===== src/hw/rtl/owbm_pkg.sv =====
// Package for the 1-Wire bus master: shared constants, request codes,
// configuration register indexes and the types passed between modules.
// Depends on nothing; the top level, front end and engine refer to it.
`timescale 1ns / 1ps
`default_nettype none

package owbm_pkg;

  // Width of the microsecond tick counter
  localparam int TIME_BITS = 10;

  // Configuration port geometry
  localparam int CFG_W     = 10;
  localparam int CFG_IDX_W = 3;

  // Depth of the queue between front end and engine
  localparam int QDEPTH = 2;
  localparam int QPTR_W = (QDEPTH > 1) ? $clog2(QDEPTH) : 1;
  localparam int QCNT_W = $clog2(QDEPTH + 1);

  // Request codes carried by req_type
  localparam logic [1:0] REQ_TICK  = 2'd0;
  localparam logic [1:0] REQ_RESET = 2'd1;
  localparam logic [1:0] REQ_WRITE = 2'd2;
  localparam logic [1:0] REQ_READ  = 2'd3;

  // Configuration register indexes
  localparam logic [CFG_IDX_W-1:0] CFG_RESET_LOW     = 3'd0;
  localparam logic [CFG_IDX_W-1:0] CFG_PRESENCE_WAIT = 3'd1;
  localparam logic [CFG_IDX_W-1:0] CFG_RESET_TAIL    = 3'd2;
  localparam logic [CFG_IDX_W-1:0] CFG_WRITE_ONE_LOW = 3'd3;
  localparam logic [CFG_IDX_W-1:0] CFG_WRITE_SLOT    = 3'd4;
  localparam logic [CFG_IDX_W-1:0] CFG_READ_LOW      = 3'd5;
  localparam logic [CFG_IDX_W-1:0] CFG_READ_SLOT     = 3'd6;

  // Reset values of the timing registers, in ticks
  localparam logic [CFG_W-1:0] RST_RESET_LOW     = 10'd480;
  localparam logic [CFG_W-1:0] RST_PRESENCE_WAIT = 10'd80;
  localparam logic [CFG_W-1:0] RST_RESET_TAIL    = 10'd400;
  localparam logic [CFG_W-1:0] RST_WRITE_ONE_LOW = 10'd1;
  localparam logic [CFG_W-1:0] RST_WRITE_SLOT    = 10'd50;
  localparam logic [CFG_W-1:0] RST_READ_LOW      = 10'd2;
  localparam logic [CFG_W-1:0] RST_READ_SLOT     = 10'd60;

  typedef struct packed {
    logic [CFG_W-1:0] reset_low_us;
    logic [CFG_W-1:0] presence_wait_us;
    logic [CFG_W-1:0] reset_tail_us;
    logic [CFG_W-1:0] write_one_low_us;
    logic [CFG_W-1:0] write_slot_us;
    logic [CFG_W-1:0] read_low_us;
    logic [CFG_W-1:0] read_slot_us;
  } cfg_t;

  // Classified transaction as held in the queue
  typedef struct packed {
    logic       is_tick;
    logic [1:0] cmd;
    logic [7:0] wbyte;
    logic       line;
  } item_t;

endpackage

`default_nettype wire


===== src/hw/rtl/owbm_if.sv =====
// Channel interfaces of the 1-Wire bus master: request and result streams
// with valid/ready handshake. No package dependency.
`timescale 1ns / 1ps
`default_nettype none

interface owbm_in_if;
  logic       valid;
  logic       ready;
  logic [1:0] req_type;
  logic [7:0] write_byte;
  logic       line_level;

  modport source (output valid, output req_type, output write_byte, output line_level,
                  input ready);
  modport sink (input valid, input req_type, input write_byte, input line_level,
                output ready);
endinterface

interface owbm_out_if;
  logic       valid;
  logic       ready;
  logic       drive_low;
  logic       busy_res;
  logic       done_res;
  logic       presence;
  logic [7:0] read_byte;

  modport source (output valid, output drive_low, output busy_res, output done_res,
                  output presence, output read_byte, input ready);
  modport sink (input valid, input drive_low, input busy_res, input done_res,
                input presence, input read_byte, output ready);
endinterface

`default_nettype wire


===== src/hw/rtl/onewire_bus_master_top.sv =====
// Top level of the 1-Wire bus master: configuration registers, front end
// queue and timing engine. Uses owbm_pkg, owbm_if, owbm_front, owbm_engine.
`timescale 1ns / 1ps
`default_nettype none

// 1-Wire bus master, timed in microsecond ticks.
// in_if carries one transaction per item: a tick (req_type 0, with the
// sampled line level) or a command (reset, write byte, read byte). Commands
// start an operation only while idle and are otherwise ignored; ticks advance
// the bus timing. out_if returns exactly one result transaction per request:
// open-drain drive, busy, a done pulse, the presence flag and the last read
// byte, all showing the state after that request.
// A request passes from the queue to the engine, which registers its result.
// Throughput is one transaction per cycle while the receiver takes results:
// the timing engine does a counter increment and compare per tick.
// A two-entry queue parts request acceptance from the engine, and a result
// register parts the engine from the receiver. When the receiver stalls the
// result holds, the engine stops, and the queue fills; in_if.ready then drops.
// Reset (rst_n low at a clock edge) empties the queue and result register,
// returns the engine to idle and loads the default timing values.
// The cfg port writes timing register cfg_index with cfg_wdata whenever
// cfg_we is high; write it only while the block is idle.
module onewire_bus_master_top (
  input  wire logic                              clk,
  input  wire logic                              rst_n,
  owbm_in_if.sink                                in_if,
  owbm_out_if.source                             out_if,
  input  wire logic                              cfg_we,
  input  wire logic [owbm_pkg::CFG_IDX_W-1:0]    cfg_index,
  input  wire logic [owbm_pkg::CFG_W-1:0]        cfg_wdata
);

  owbm_pkg::cfg_t  cfg_r, cfg_nxt;
  owbm_pkg::item_t q_item;
  logic            q_valid;
  logic            q_pop;

  // decode a register write; indexes past the list are dropped
  always_comb begin
    cfg_nxt = cfg_r;
    if (cfg_we) begin
      unique case (cfg_index)
        owbm_pkg::CFG_RESET_LOW:     cfg_nxt.reset_low_us     = cfg_wdata;
        owbm_pkg::CFG_PRESENCE_WAIT: cfg_nxt.presence_wait_us = cfg_wdata;
        owbm_pkg::CFG_RESET_TAIL:    cfg_nxt.reset_tail_us    = cfg_wdata;
        owbm_pkg::CFG_WRITE_ONE_LOW: cfg_nxt.write_one_low_us = cfg_wdata;
        owbm_pkg::CFG_WRITE_SLOT:    cfg_nxt.write_slot_us    = cfg_wdata;
        owbm_pkg::CFG_READ_LOW:      cfg_nxt.read_low_us      = cfg_wdata;
        owbm_pkg::CFG_READ_SLOT:     cfg_nxt.read_slot_us     = cfg_wdata;
        default:                     cfg_nxt                  = cfg_r;
      endcase
    end
  end

  // hold the timing registers; reset loads the standard bus timing
  always_ff @(posedge clk) begin
    if (!rst_n) begin
      cfg_r.reset_low_us     <= owbm_pkg::RST_RESET_LOW;
      cfg_r.presence_wait_us <= owbm_pkg::RST_PRESENCE_WAIT;
      cfg_r.reset_tail_us    <= owbm_pkg::RST_RESET_TAIL;
      cfg_r.write_one_low_us <= owbm_pkg::RST_WRITE_ONE_LOW;
      cfg_r.write_slot_us    <= owbm_pkg::RST_WRITE_SLOT;
      cfg_r.read_low_us      <= owbm_pkg::RST_READ_LOW;
      cfg_r.read_slot_us     <= owbm_pkg::RST_READ_SLOT;
    end else begin
      cfg_r <= cfg_nxt;
    end
  end

  // accept and classify requests, queue them for the engine
  owbm_front u_front (
    .clk     (clk),
    .rst_n   (rst_n),
    .in_if   (in_if),
    .q_item  (q_item),
    .q_valid (q_valid),
    .q_pop   (q_pop)
  );

  // advance the bus timing and register one result per request
  owbm_engine u_engine (
    .clk     (clk),
    .rst_n   (rst_n),
    .cfg     (cfg_r),
    .q_item  (q_item),
    .q_valid (q_valid),
    .q_pop   (q_pop),
    .out_if  (out_if)
  );

endmodule

`default_nettype wire


===== src/hw/rtl/owbm_front.sv =====
// Front end of the 1-Wire bus master: accepts request transactions,
// classifies them and holds them in a short queue. Uses owbm_pkg, owbm_if.
`timescale 1ns / 1ps
`default_nettype none

module owbm_front (
  input  wire logic           clk,
  input  wire logic           rst_n,
  owbm_in_if.sink             in_if,
  output owbm_pkg::item_t     q_item,
  output logic                q_valid,
  input  wire logic           q_pop
);

  owbm_pkg::item_t                   q_mem_r [owbm_pkg::QDEPTH];
  logic [owbm_pkg::QPTR_W-1:0]       wr_ptr_r, wr_ptr_nxt;
  logic [owbm_pkg::QPTR_W-1:0]       rd_ptr_r, rd_ptr_nxt;
  logic [owbm_pkg::QCNT_W-1:0]       count_r, count_nxt;
  logic                              push;
  owbm_pkg::item_t                   item_in;

  assign in_if.ready = (count_r < owbm_pkg::QCNT_W'(owbm_pkg::QDEPTH));
  assign push        = in_if.valid && in_if.ready;
  assign q_valid     = (count_r != '0);
  assign q_item      = q_mem_r[rd_ptr_r];

  // classify: ticks carry the line, commands carry the byte
  always_comb begin
    item_in.is_tick = (in_if.req_type == owbm_pkg::REQ_TICK);
    item_in.cmd     = in_if.req_type;
    item_in.wbyte   = in_if.write_byte;
    item_in.line    = in_if.line_level;
  end

  always_comb begin
    wr_ptr_nxt = wr_ptr_r;
    rd_ptr_nxt = rd_ptr_r;
    count_nxt  = count_r;
    if (push) begin
      wr_ptr_nxt = (wr_ptr_r == owbm_pkg::QPTR_W'(owbm_pkg::QDEPTH - 1)) ? '0
                                                                         : wr_ptr_r + 1'b1;
    end
    if (q_pop) begin
      rd_ptr_nxt = (rd_ptr_r == owbm_pkg::QPTR_W'(owbm_pkg::QDEPTH - 1)) ? '0
                                                                         : rd_ptr_r + 1'b1;
    end
    if (push && !q_pop) begin
      count_nxt = count_r + 1'b1;
    end else if (!push && q_pop) begin
      count_nxt = count_r - 1'b1;
    end
  end

  always_ff @(posedge clk) begin
    if (!rst_n) begin
      wr_ptr_r <= '0;
      rd_ptr_r <= '0;
      count_r  <= '0;
    end else begin
      wr_ptr_r <= wr_ptr_nxt;
      rd_ptr_r <= rd_ptr_nxt;
      count_r  <= count_nxt;
    end
  end

  always_ff @(posedge clk) begin
    if (push) begin
      q_mem_r[wr_ptr_r] <= item_in;
    end
  end

`ifndef ASSERT_OFF
  a_no_pop_empty: assert property (@(posedge clk) disable iff (!rst_n)
    q_pop |-> count_r != '0)
    else $error("queue popped while empty");

  a_count_bound: assert property (@(posedge clk) disable iff (!rst_n)
    count_r <= owbm_pkg::QCNT_W'(owbm_pkg::QDEPTH))
    else $error("queue count beyond depth");
`endif

endmodule

`default_nettype wire


===== src/hw/rtl/owbm_engine.sv =====
// Back end of the 1-Wire bus master: bus timing state machine and the
// result register. Uses owbm_pkg and owbm_out_if.
`timescale 1ns / 1ps
`default_nettype none

module owbm_engine (
  input  wire logic           clk,
  input  wire logic           rst_n,
  input  wire owbm_pkg::cfg_t cfg,
  input  wire owbm_pkg::item_t q_item,
  input  wire logic           q_valid,
  output logic                q_pop,
  owbm_out_if.source          out_if
);

  localparam logic [3:0] PH_IDLE  = 4'd0;
  localparam logic [3:0] PH_RLOW  = 4'd1;
  localparam logic [3:0] PH_RWAIT = 4'd2;
  localparam logic [3:0] PH_RTAIL = 4'd3;
  localparam logic [3:0] PH_WLOW  = 4'd4;
  localparam logic [3:0] PH_WREL  = 4'd5;
  localparam logic [3:0] PH_DLOW  = 4'd6;
  localparam logic [3:0] PH_DSAMP = 4'd7;
  localparam logic [3:0] PH_DWAIT = 4'd8;

  localparam int TB    = owbm_pkg::TIME_BITS;
  localparam int CMP_W = (TB > owbm_pkg::CFG_W) ? TB : owbm_pkg::CFG_W;
  localparam logic [TB-1:0] CNT_MAX = {TB{1'b1}};

  logic [3:0]    phase_r, phase_nxt;
  logic [TB-1:0] tick_r, tick_nxt;
  logic [2:0]    bit_r, bit_nxt;
  logic [7:0]    shift_r, shift_nxt;
  logic          pres_r, pres_nxt;
  logic [7:0]    last_rd_r, last_rd_nxt;
  logic          done_nxt;

  logic          out_valid_r;
  logic          drive_r, busy_r, done_r, pres_out_r;
  logic [7:0]    rbyte_r;

  logic [TB-1:0]               cnt_inc;
  logic [owbm_pkg::CFG_W-1:0]  lim;
  logic                        reached;
  logic                        cur_bit;
  logic                        take;

  assign take  = q_valid && (!out_valid_r || out_if.ready);
  assign q_pop = take;

  assign cnt_inc = (tick_r == CNT_MAX) ? tick_r : tick_r + 1'b1;
  assign cur_bit = shift_r[bit_r];

  always_comb begin
    unique case (phase_r)
      PH_RLOW:  lim = cfg.reset_low_us;
      PH_RWAIT: lim = cfg.presence_wait_us;
      PH_RTAIL: lim = cfg.reset_tail_us;
      PH_WLOW:  lim = cur_bit ? cfg.write_one_low_us : cfg.write_slot_us;
      PH_WREL:  lim = cfg.write_slot_us;
      PH_DLOW:  lim = cfg.read_low_us;
      default:  lim = cfg.read_slot_us;
    endcase
  end

  // a limit of zero acts as one; a limit past the counter range saturates
  assign reached = (CMP_W'(cnt_inc) >= CMP_W'(lim)) || (cnt_inc == CNT_MAX);

  always_comb begin
    phase_nxt   = phase_r;
    tick_nxt    = tick_r;
    bit_nxt     = bit_r;
    shift_nxt   = shift_r;
    pres_nxt    = pres_r;
    last_rd_nxt = last_rd_r;
    done_nxt    = 1'b0;
    if (q_item.is_tick) begin
      unique case (phase_r)
        PH_RLOW: begin
          tick_nxt = cnt_inc;
          if (reached) begin
            phase_nxt = PH_RWAIT;
            tick_nxt  = '0;
          end
        end
        PH_RWAIT: begin
          tick_nxt = cnt_inc;
          if (reached) begin
            pres_nxt  = ~q_item.line;
            phase_nxt = PH_RTAIL;
            tick_nxt  = '0;
          end
        end
        PH_RTAIL: begin
          tick_nxt = cnt_inc;
          if (reached) begin
            phase_nxt = PH_IDLE;
            tick_nxt  = '0;
            done_nxt  = 1'b1;
          end
        end
        PH_WLOW, PH_WREL: begin
          tick_nxt = cnt_inc;
          if (reached) begin
            tick_nxt = '0;
            if (phase_r == PH_WLOW && cur_bit) begin
              phase_nxt = PH_WREL;
            end else if (bit_r == 3'd7) begin
              phase_nxt = PH_IDLE;
              done_nxt  = 1'b1;
            end else begin
              bit_nxt   = bit_r + 1'b1;
              phase_nxt = PH_WLOW;
            end
          end
        end
        PH_DLOW: begin
          tick_nxt = cnt_inc;
          if (reached) begin
            phase_nxt = PH_DSAMP;
            tick_nxt  = '0;
          end
        end
        PH_DSAMP: begin
          if (q_item.line) begin
            shift_nxt[bit_r] = 1'b1;
          end
          phase_nxt = PH_DWAIT;
          tick_nxt  = '0;
        end
        PH_DWAIT: begin
          tick_nxt = cnt_inc;
          if (reached) begin
            tick_nxt = '0;
            if (bit_r == 3'd7) begin
              last_rd_nxt = shift_r;
              phase_nxt   = PH_IDLE;
              done_nxt    = 1'b1;
            end else begin
              bit_nxt   = bit_r + 1'b1;
              phase_nxt = PH_DLOW;
            end
          end
        end
        default: begin
          // idle, or a code outside the phase set: drop the tick
        end
      endcase
    end else if (phase_r == PH_IDLE) begin
      tick_nxt = '0;
      bit_nxt  = '0;
      unique case (q_item.cmd)
        owbm_pkg::REQ_RESET: begin
          pres_nxt  = 1'b0;
          phase_nxt = PH_RLOW;
        end
        owbm_pkg::REQ_WRITE: begin
          shift_nxt = q_item.wbyte;
          phase_nxt = PH_WLOW;
        end
        owbm_pkg::REQ_READ: begin
          shift_nxt = '0;
          phase_nxt = PH_DLOW;
        end
        default: begin
          phase_nxt = phase_r;
        end
      endcase
    end
  end

  always_ff @(posedge clk) begin
    if (!rst_n) begin
      phase_r     <= PH_IDLE;
      tick_r      <= '0;
      bit_r       <= '0;
      shift_r     <= '0;
      pres_r      <= 1'b0;
      last_rd_r   <= '0;
      out_valid_r <= 1'b0;
    end else begin
      if (take) begin
        phase_r   <= phase_nxt;
        tick_r    <= tick_nxt;
        bit_r     <= bit_nxt;
        shift_r   <= shift_nxt;
        pres_r    <= pres_nxt;
        last_rd_r <= last_rd_nxt;
      end
      if (take) begin
        out_valid_r <= 1'b1;
      end else if (out_if.ready) begin
        out_valid_r <= 1'b0;
      end
    end
  end

  always_ff @(posedge clk) begin
    if (take) begin
      drive_r    <= (phase_nxt == PH_RLOW) || (phase_nxt == PH_WLOW) ||
                    (phase_nxt == PH_DLOW);
      busy_r     <= (phase_nxt != PH_IDLE);
      done_r     <= done_nxt;
      pres_out_r <= pres_nxt;
      rbyte_r    <= last_rd_nxt;
    end
  end

  assign out_if.valid     = out_valid_r;
  assign out_if.drive_low = drive_r;
  assign out_if.busy_res  = busy_r;
  assign out_if.done_res  = done_r;
  assign out_if.presence  = pres_out_r;
  assign out_if.read_byte = rbyte_r;

`ifndef ASSERT_OFF
  a_done_not_busy: assert property (@(posedge clk) disable iff (!rst_n)
    out_valid_r && done_r |-> !busy_r)
    else $error("done reported while still busy");

  a_drive_busy: assert property (@(posedge clk) disable iff (!rst_n)
    out_valid_r && drive_r |-> busy_r)
    else $error("bus driven low while idle");

  a_idle_count_zero: assert property (@(posedge clk) disable iff (!rst_n)
    phase_r == PH_IDLE |-> tick_r == '0)
    else $error("tick counter not cleared in idle");
`endif

endmodule

`default_nettype wire

===== src/flat_wrapper.sv =====
// flat-port wrapper written by rule: the top's interface ports become plain ports
module onewire_bus_master_top_flat 
  (clk, rst_n, cfg_we, cfg_index, cfg_wdata, in_if_valid, in_if_req_type, in_if_write_byte, in_if_line_level, in_if_ready, out_if_valid, out_if_drive_low, out_if_busy_res, out_if_done_res, out_if_presence, out_if_read_byte, out_if_ready);
  owbm_in_if in_if_i ();
  owbm_out_if out_if_i ();
  input  wire logic clk;
  input  wire logic rst_n;
  input  wire logic cfg_we;
  input  wire logic [owbm_pkg::CFG_IDX_W-1:0] cfg_index;
  input  wire logic [owbm_pkg::CFG_W-1:0] cfg_wdata;
  input wire logic [$bits(in_if_i.valid)-1:0] in_if_valid;
  input wire logic [$bits(in_if_i.req_type)-1:0] in_if_req_type;
  input wire logic [$bits(in_if_i.write_byte)-1:0] in_if_write_byte;
  input wire logic [$bits(in_if_i.line_level)-1:0] in_if_line_level;
  output wire logic [$bits(in_if_i.ready)-1:0] in_if_ready;
  output wire logic [$bits(out_if_i.valid)-1:0] out_if_valid;
  output wire logic [$bits(out_if_i.drive_low)-1:0] out_if_drive_low;
  output wire logic [$bits(out_if_i.busy_res)-1:0] out_if_busy_res;
  output wire logic [$bits(out_if_i.done_res)-1:0] out_if_done_res;
  output wire logic [$bits(out_if_i.presence)-1:0] out_if_presence;
  output wire logic [$bits(out_if_i.read_byte)-1:0] out_if_read_byte;
  input wire logic [$bits(out_if_i.ready)-1:0] out_if_ready;
  assign in_if_i.valid = in_if_valid;
  assign in_if_i.req_type = in_if_req_type;
  assign in_if_i.write_byte = in_if_write_byte;
  assign in_if_i.line_level = in_if_line_level;
  assign in_if_ready = in_if_i.ready;
  assign out_if_valid = out_if_i.valid;
  assign out_if_drive_low = out_if_i.drive_low;
  assign out_if_busy_res = out_if_i.busy_res;
  assign out_if_done_res = out_if_i.done_res;
  assign out_if_presence = out_if_i.presence;
  assign out_if_read_byte = out_if_i.read_byte;
  assign out_if_i.ready = out_if_ready;
  onewire_bus_master_top u_core (.clk(clk), .rst_n(rst_n), .in_if(in_if_i), .out_if(out_if_i), .cfg_we(cfg_we), .cfg_index(cfg_index), .cfg_wdata(cfg_wdata));
endmodule

===== config.mk =====
export PLATFORM = sky130hd
export DESIGN_NAME = onewire_bus_master_top_flat
export DESIGN_NICKNAME = d
export VERILOG_FILES = /design/src/hw/rtl/owbm_pkg.sv /design/src/hw/rtl/owbm_if.sv /design/src/hw/rtl/onewire_bus_master_top.sv /design/src/hw/rtl/owbm_front.sv /design/src/hw/rtl/owbm_engine.sv /design/src/flat_wrapper.sv
export SDC_FILE = /design/constraint.sdc
export NUM_CORES = 1
export LEC_CHECK = 0
export BUFFER_PORTS_ARGS = -buffer_cell sky130_fd_sc_hd__buf_2
export CORE_UTILIZATION = 60
export CTS_CLUSTER_DIAMETER = 80
export DETAILED_ROUTE_END_ITERATION = 7
export PLACE_DENSITY = 0.88
export SETUP_SLACK_MARGIN = 0.4
export SLEW_MARGIN = 10
export SYNTH_ARGS = -nofsm -noshare
export SYNTH_HDL_FRONTEND = slang
export SYNTH_HIERARCHICAL = 1
export SYNTH_SLANG_ARGS = --single-unit
export TNS_END_PERCENT = 5

===== constraint.sdc =====
create_clock -name clk -period 15.7 [get_ports clk]
set_clock_uncertainty 0.1 [all_clocks]
set_input_delay 1.57 -clock clk [delete_from_list [all_inputs] [get_ports clk]]
set_output_delay 1.57 -clock clk [all_outputs]
set_load 0.01 [all_outputs]

Word level (Yosys, flattened, before mapping). Memory sizes are Yosys's and may differ from the RTL's. A register that Yosys moved wholly into a read port is not among the register bits. Index checks and enable logic that the tools add are counted.

Register bits: 121. RAM bits: 24. Bits of input ports: 29. Output and inout bits: 14. Logic and storage cells: 160. Memories kept: 1.

Add/subtract/negate cells: 6. Magnitude comparators: 4. Equality and inequality tests: 30. Mux-type cells: 61. Bitwise logic cells: 2. Reductions and logical operators: 34.

Memories: u_core.u_front.q_mem_r (words 2, width 12, rd ports 1, clocked after memory_dff 1, wr ports 1, RTL line owbm_front.sv:15) `owbm_pkg::item_t q_mem_r [owbm_pkg::QDEPTH];`.

Operator list (count): 8-bit 2-to-1 mux (8); 10-bit case mux with 6 select lines (1); 10-bit 2-to-1 mux (5); 4-bit 2-to-1 mux (8); 4-bit case mux with 7 select lines (1); 3-bit 2-to-1 mux (9); 4-bit by 3-bit == test with 1-bit output, second input constant (6); 10-bit == test, second input constant (2); 1-bit 2-to-1 mux (20); 10-bit case mux with 2 select lines (1); 8-bit case mux with 2 select lines (1); 3-bit != test, second input constant (5); 2-bit AND reduction (7); 3-bit == test, second input constant (4); 4-bit case mux with 3 select lines (1); 10-bit by 1-bit adder with 10-bit output, second input constant (1); 10-bit >= comparator (1); 4-bit by 1-bit == test with 1-bit output, second input constant (2); 4-bit by 2-bit == test with 1-bit output, second input constant (2); 8-bit bitwise OR (1); 2-bit nonzero test (4); 7-bit OR reduction (1); 3-bit by 2-bit == test with 1-bit output, second input constant (2); 1-bit logical AND (6); 29 further kinds (38).

Logic depth before layout (Yosys ltp).
Word-level depth: 12. Gate-level depth with buffers: 19. Gate-level depth less buffers: 16.

By module. Netlist, hierarchy kept.

By module, submodules not included: owbm_engine (instances 1, cells each 453, area an instance 3653.5 um2, sequential area each 1061.0 um2); onewire_bus_master_top (instances 1, cells each 258, area an instance 2693.8 um2, sequential area each 1401.3 um2); owbm_front (instances 1, cells each 61, area an instance 1088.5 um2, sequential area each 820.8 um2).

Worst setup path before layout. No wires, ideal clock.

Path kind: reg-to-reg. From: register u_core.u_engine.bit_r[2]. To: register u_core.u_engine.busy_r, in the netlist u_core/u_engine/out_if.busy_res, data pin. Library setup time: 0.266 ns. Data arrival time: 4.574 ns. Required time: 15.334 ns. Path slack: 10.760 ns. Cell stages (with the launch flop): 19. Buffers on the path: 3. Clock period less this slack: 4.940 ns. Cells stage by stage: dfxtp_1 > buf_2 > nor2_1 > a211o_1 > a221oi_1 > nor2_1 > buf_1 > mux2i_1 > nor2_1 > o32a_1 > ha_1 > nand2b_1 > a211oi_1 > nor3_1 > o41a_1 > or3_4 > buf_8 > a311oi_1 > or3b_1.

Longest elaborated chain between the ends: 10. Elaborated cells on any way between the ends: 20. Those cells by class: order compare (1); eq/ne (1); mux (15); reduce/logical (3).

Ends and longest elaborated chain: from (decl) (RTL line owbm_engine.sv:32) `logic [2:0] bit_r, bit_nxt;`; from (signal assigned) (RTL line owbm_engine.sv:185) `bit_r <= bit_nxt;`; 1-bit binary-select mux with 3-bit select (RTL line owbm_engine.sv:52) `assign cur_bit = shift_r[bit_r];`; 1-bit 2-to-1 mux (not written as such) (RTL line owbm_engine.sv:52); 10-bit 2-to-1 mux (RTL line owbm_engine.sv:59) `PH_WLOW: lim = cur_bit ? cfg.write_one_low_us : cfg.write_slot_us;`; 10-bit case mux with 6 select lines (RTL line owbm_engine.sv:55) `unique case (phase_r)`; 10-bit >= comparator (RTL line owbm_engine.sv:67) `assign reached = (CMP_W'(cnt_inc) >= CMP_W'(lim)) || (cnt_inc == CNT_MAX);`; 1-bit logical OR (RTL line owbm_engine.sv:67); 4-bit 2-to-1 mux, or another cell as far along (RTL line owbm_engine.sv:133) `if (reached) begin`; 4-bit case mux with 7 select lines * (RTL line owbm_engine.sv:78) `unique case (phase_r)`; 4-bit 2-to-1 mux * (RTL line owbm_engine.sv:77) `if (q_item.is_tick) begin`; 4-bit nonzero test * (RTL line owbm_engine.sv:202) `busy_r <= (phase_nxt != PH_IDLE);`; to (signal assigned) (RTL line owbm_engine.sv:202); to (decl) (RTL line owbm_engine.sv:39) `logic drive_r, busy_r, done_r, pres_out_r;`.

Every way passes the cells marked *; elsewhere a longest branch is shown, timed or not. The select of a mux whose other input is x is not followed. A chain may end at the register's enable or synchronous reset.

Worst setup path after layout. Same ends and word-level chain as after synthesis.

==> flow_summary.toml <==
[logic_synthesis]
synth_cell_types = 72
syn_inst = 772
synth_warnings = 6
yosysTopAreaCell = "dfxtp_1"
synthTopCellsByArea = "dfxtp_1, edfxtp_1, mux2i_1"
synth_fp_nets = 815
synth.avg_cell_area_um2 = 9.632
ys_seq_area_frac = 0.4415
netlist_area_um2 = 7436
synth_edf_count = 36
yosys.area.top_type_share = 0.2961
synth_flop_cell = "dfxtp_1"
ys_seq_elements = 146
ys_async_sr_fraction = 0

[clock_tree]
clock-sinks = 146
postCtsSetupBuffers = 0
cts-root-buf = "clkbuf_16"
cts_buffers = 17
clock_latency_ns = 0.43
ctsResizeCount = 0
cts_tree = "yes"
htreeDepth = 4
clk_path_buf_depth = 2
hold_buffers = 0
path_clk_slew_ns = 0.06

[worst_hold_path]
holdCritPathClass = "reg -> reg"
hold_path_end = "u_core/cfg_r[42]"
min-delay-start = "u_core/cfg_r[42]"
hold-path-cell-count = 2

[global_route]
gr-total-overflow = 0
track_usage = 0.2812
grt_pass1_wl_um = 28010
first_global_vias = 5805
grt_max_degree = 108
antenna_found_initial = 0

[power_and_ir_drop]
power.density_nw_per_um2 = 156.6
intPower_w = 0.0008328
p_comb_frac = 0.346
power.share.clock = 0.298
p_sw_w = 0.0004563
max-vdd-ir-drop_v = 0.00009687
leakagePower_nw = 3.294
power_frac_seq = 0.356
swShare = 0.3540

[timing]
setup-tns-final_ns = 0
finalCritPeriodShare = 0.3428
finalCriticalPeriod_ns = 5.381
fmax_mhz = 185.8
rsz0062_at_grt = "false"
final-hold-violation-count = 0
layout_setup_ws_ns = 10.32
final_max_slew_viol_count = 0
finalSetupViolations = 0
max_slew_margin = 0.3454
worst_pin_slew_ns = 0.9805

[route]
firstDrtPassIters = 7
drtIter0Drc = 488
wl_per_cell_um = 17.97
drt-vias-per-instance = 6.234
vias = 6041
totalWireLength_um = 17420
ant_nets = 0
drc = 0

[floorplanning]
die_h_um = 113.3
start_util = 0.6165
ios = 43
die_w_um = 113.3
die_area_um2 = 12840
core_um2 = 12060
num_rows = 40

[setup_path]
worstPathArrival_ns = 5.46
path_cells = "nor2_1 -> a211o_1 -> a221oi_1 -> nor2_1 -> buf_4 -> mux2i_1 -> nor2_1 -> o32a_1 -> ha_1 -> nand2b_1 -> a211oi_1 -> nor3_1 -> o41a_1 -> or3_4 -> a311oi_1 -> or3b_1"
crit_path_end_kind = "flop"
required_ns = 15.77
r2r-end = "u_core/u_engine/out_if.busy_res"
cp_slowest_cell = "a221oi_1"
critPathKind = "reg -> reg"
r2r_slack_ns = 10.32
cp-start-kind = "flop"
worst_path_most_repeated_cell = "nor2_1"
reg2regPathDepth = 16
worstPathMaxFanout = 12
r2r-start = "u_core/u_engine/bit_r[2]"
max_stage_delay_ns = 0.59

[placement]
gp_congestion = 0.8779
dp_hpwl_um = 11490
place_ws_ns = 10.46
port_buffers = 42

[status]
status = "finished clean"

[cells_and_area]
syn_to_final_growth_pct = 10.74
drive_gt1_frac = 0.1398
nNetsFinal = 831
num_antenna_cells = 0
fillCellCount = 877

[job]
cap_violations = 0
## layout by cell type (no fill, tap or decap), types with 11 or more instances in the layout
cell type and instances:
a21oi_1 44, edfxtp_1 36, nor2_1 44, mux2i_1 101, clkbuf_16 18, nand2b_1 11, and2_1 11, mux2_2 22
nor2b_1 32, ha_1 14, buf_2 42, o21ai_0 33, inv_1 15, dfxtp_1 110, nand2_1 96, nor3_1 20
nand3_1 14
## cell usage after synthesis, types with 7 or more instances
library cell / count
edfxtp_1: 36
ha_1: 14
a211oi_1: 7
mux2i_1: 101
nor2_1: 44
o22ai_1: 9
nor3_1: 20
nand2_1: 96
nand3_1: 14
a31oi_1: 7
inv_1: 15
dfxtp_1: 110
nand2b_1: 11
mux2_2: 22
and2_1: 11
o21ai_0: 33
buf_2: 17
clkbuf_1: 28
a21oi_1: 44
nor2b_1: 32
## registers in the layout (all words and copies together), names as in the netlist, named ones only
| name | count |
|---|---|
| u_core/u_front/q_mem_r | 24 |
| u_core/u_front/count_r | 2 |
| u_core/u_engine/pres_r | 1 |
| u_core/u_engine/out_if.drive_low | 1 |
| u_core/u_front/wr_ptr_r | 1 |
| u_core/u_engine/out_if.done_res | 1 |
| u_core/u_engine/phase_r | 4 |
| u_core/u_engine/shift_r | 8 |
| u_core/cfg_r | 70 |
| u_core/u_engine/tick_r | 10 |
| u_core/u_engine/out_if.busy_res | 1 |
| u_core/u_engine/out_if.valid | 1 |
| u_core/u_engine/out_if.read_byte | 8 |
| u_core/u_engine/bit_r | 3 |
| u_core/u_engine/out_if.presence | 1 |
| u_core/u_front/rd_ptr_r | 1 |
| u_core/u_engine/last_rd_r | 8 |
## worst max path at each step
stage	cells past startpoint	end	from
after floorplan	18	u_core/u_engine/out_if.busy_res	u_core/u_engine/bit_r[2]
after global routing	17	u_core/u_engine/tick_r[0]	u_core/u_engine/bit_r[2]
after CTS	16	u_core/u_engine/out_if.busy_res	u_core/u_engine/bit_r[2]
final	16	u_core/u_engine/out_if.busy_res	u_core/u_engine/bit_r[2]
after global placement	16	u_core/u_engine/out_if.busy_res	u_core/u_engine/bit_r[2]
after detailed placement	16	u_core/u_engine/out_if.busy_res	u_core/u_engine/bit_r[2]
## worst max-delay path, delay by kind of cell (launching register included)
family,cells,cell delay [ns]
AOI/OAI and AO/OA,6,2.47
adders and majority gates,1,0.26
buffers and inverters,1,0.24
DFF,1,0.57
muxes,1,0.17
and+or+nand+nor,7,1.31
## stage by stage
stage          total power, W  hold slack [ns]  area [µm²]  utilization  instances
6_report             0.001289           0.3546        8234       0.6827        969
5_1_grt              0.001349           0.3752        8234       0.6827        969
4_1_cts              0.001281           0.3559        8234       0.6827        969
3_5_place_dp        0.0008941           0.3466        7665       0.6355        937
3_3_place_gp        0.0008808           0.3381        7665       0.6355        937
2_1_floorplan       0.0007746           0.3312        7436            -        772
## cell type report
type,instances,area [µm²],area share
Multi-Input combinational cell,555,3834,0.4656
Sequential cell,146,3283,0.3987
Clock buffer,23,489.2,0.05941
Timing Repair Buffer,50,270.3,0.03282
Tap cell,168,210.2,0.02553
Clock inverter,9,80.08,0.009725
Inverter,18,67.56,0.008205
## power groups by stage
stage	sequential (W)	clock (W)	combinational, W
floorplan	0.000467	0	0.000307
global placement	0.000463	0	0.000418
detailed placement	0.000466	0	0.000428
CTS	0.000459	0.000389	0.000433
global route	0.000464	0.000404	0.000481
finish	0.000459	0.000384	0.000446
## cell families after synthesis
logic type      after synthesis  synth area share
buf+inv                      71           0.04375
flops                       146            0.4415
simple gates                268            0.1858
xor+xnor                      6          0.007067
compound gates              143            0.1275
mux                         124            0.1708
fa+ha+maj                    14           0.02356
## metal layers
metal  GRT usage  vias to the layer above  share of wire
met5           0                        -              0
met4      0.1298                        0          0.022
met3     0.06374                       45          0.066
met2      0.4654                      273           0.49
met1      0.3498                     2905           0.43
li1            -                     2818              -
No activity file was read; power rests on OpenSTA's default activity.
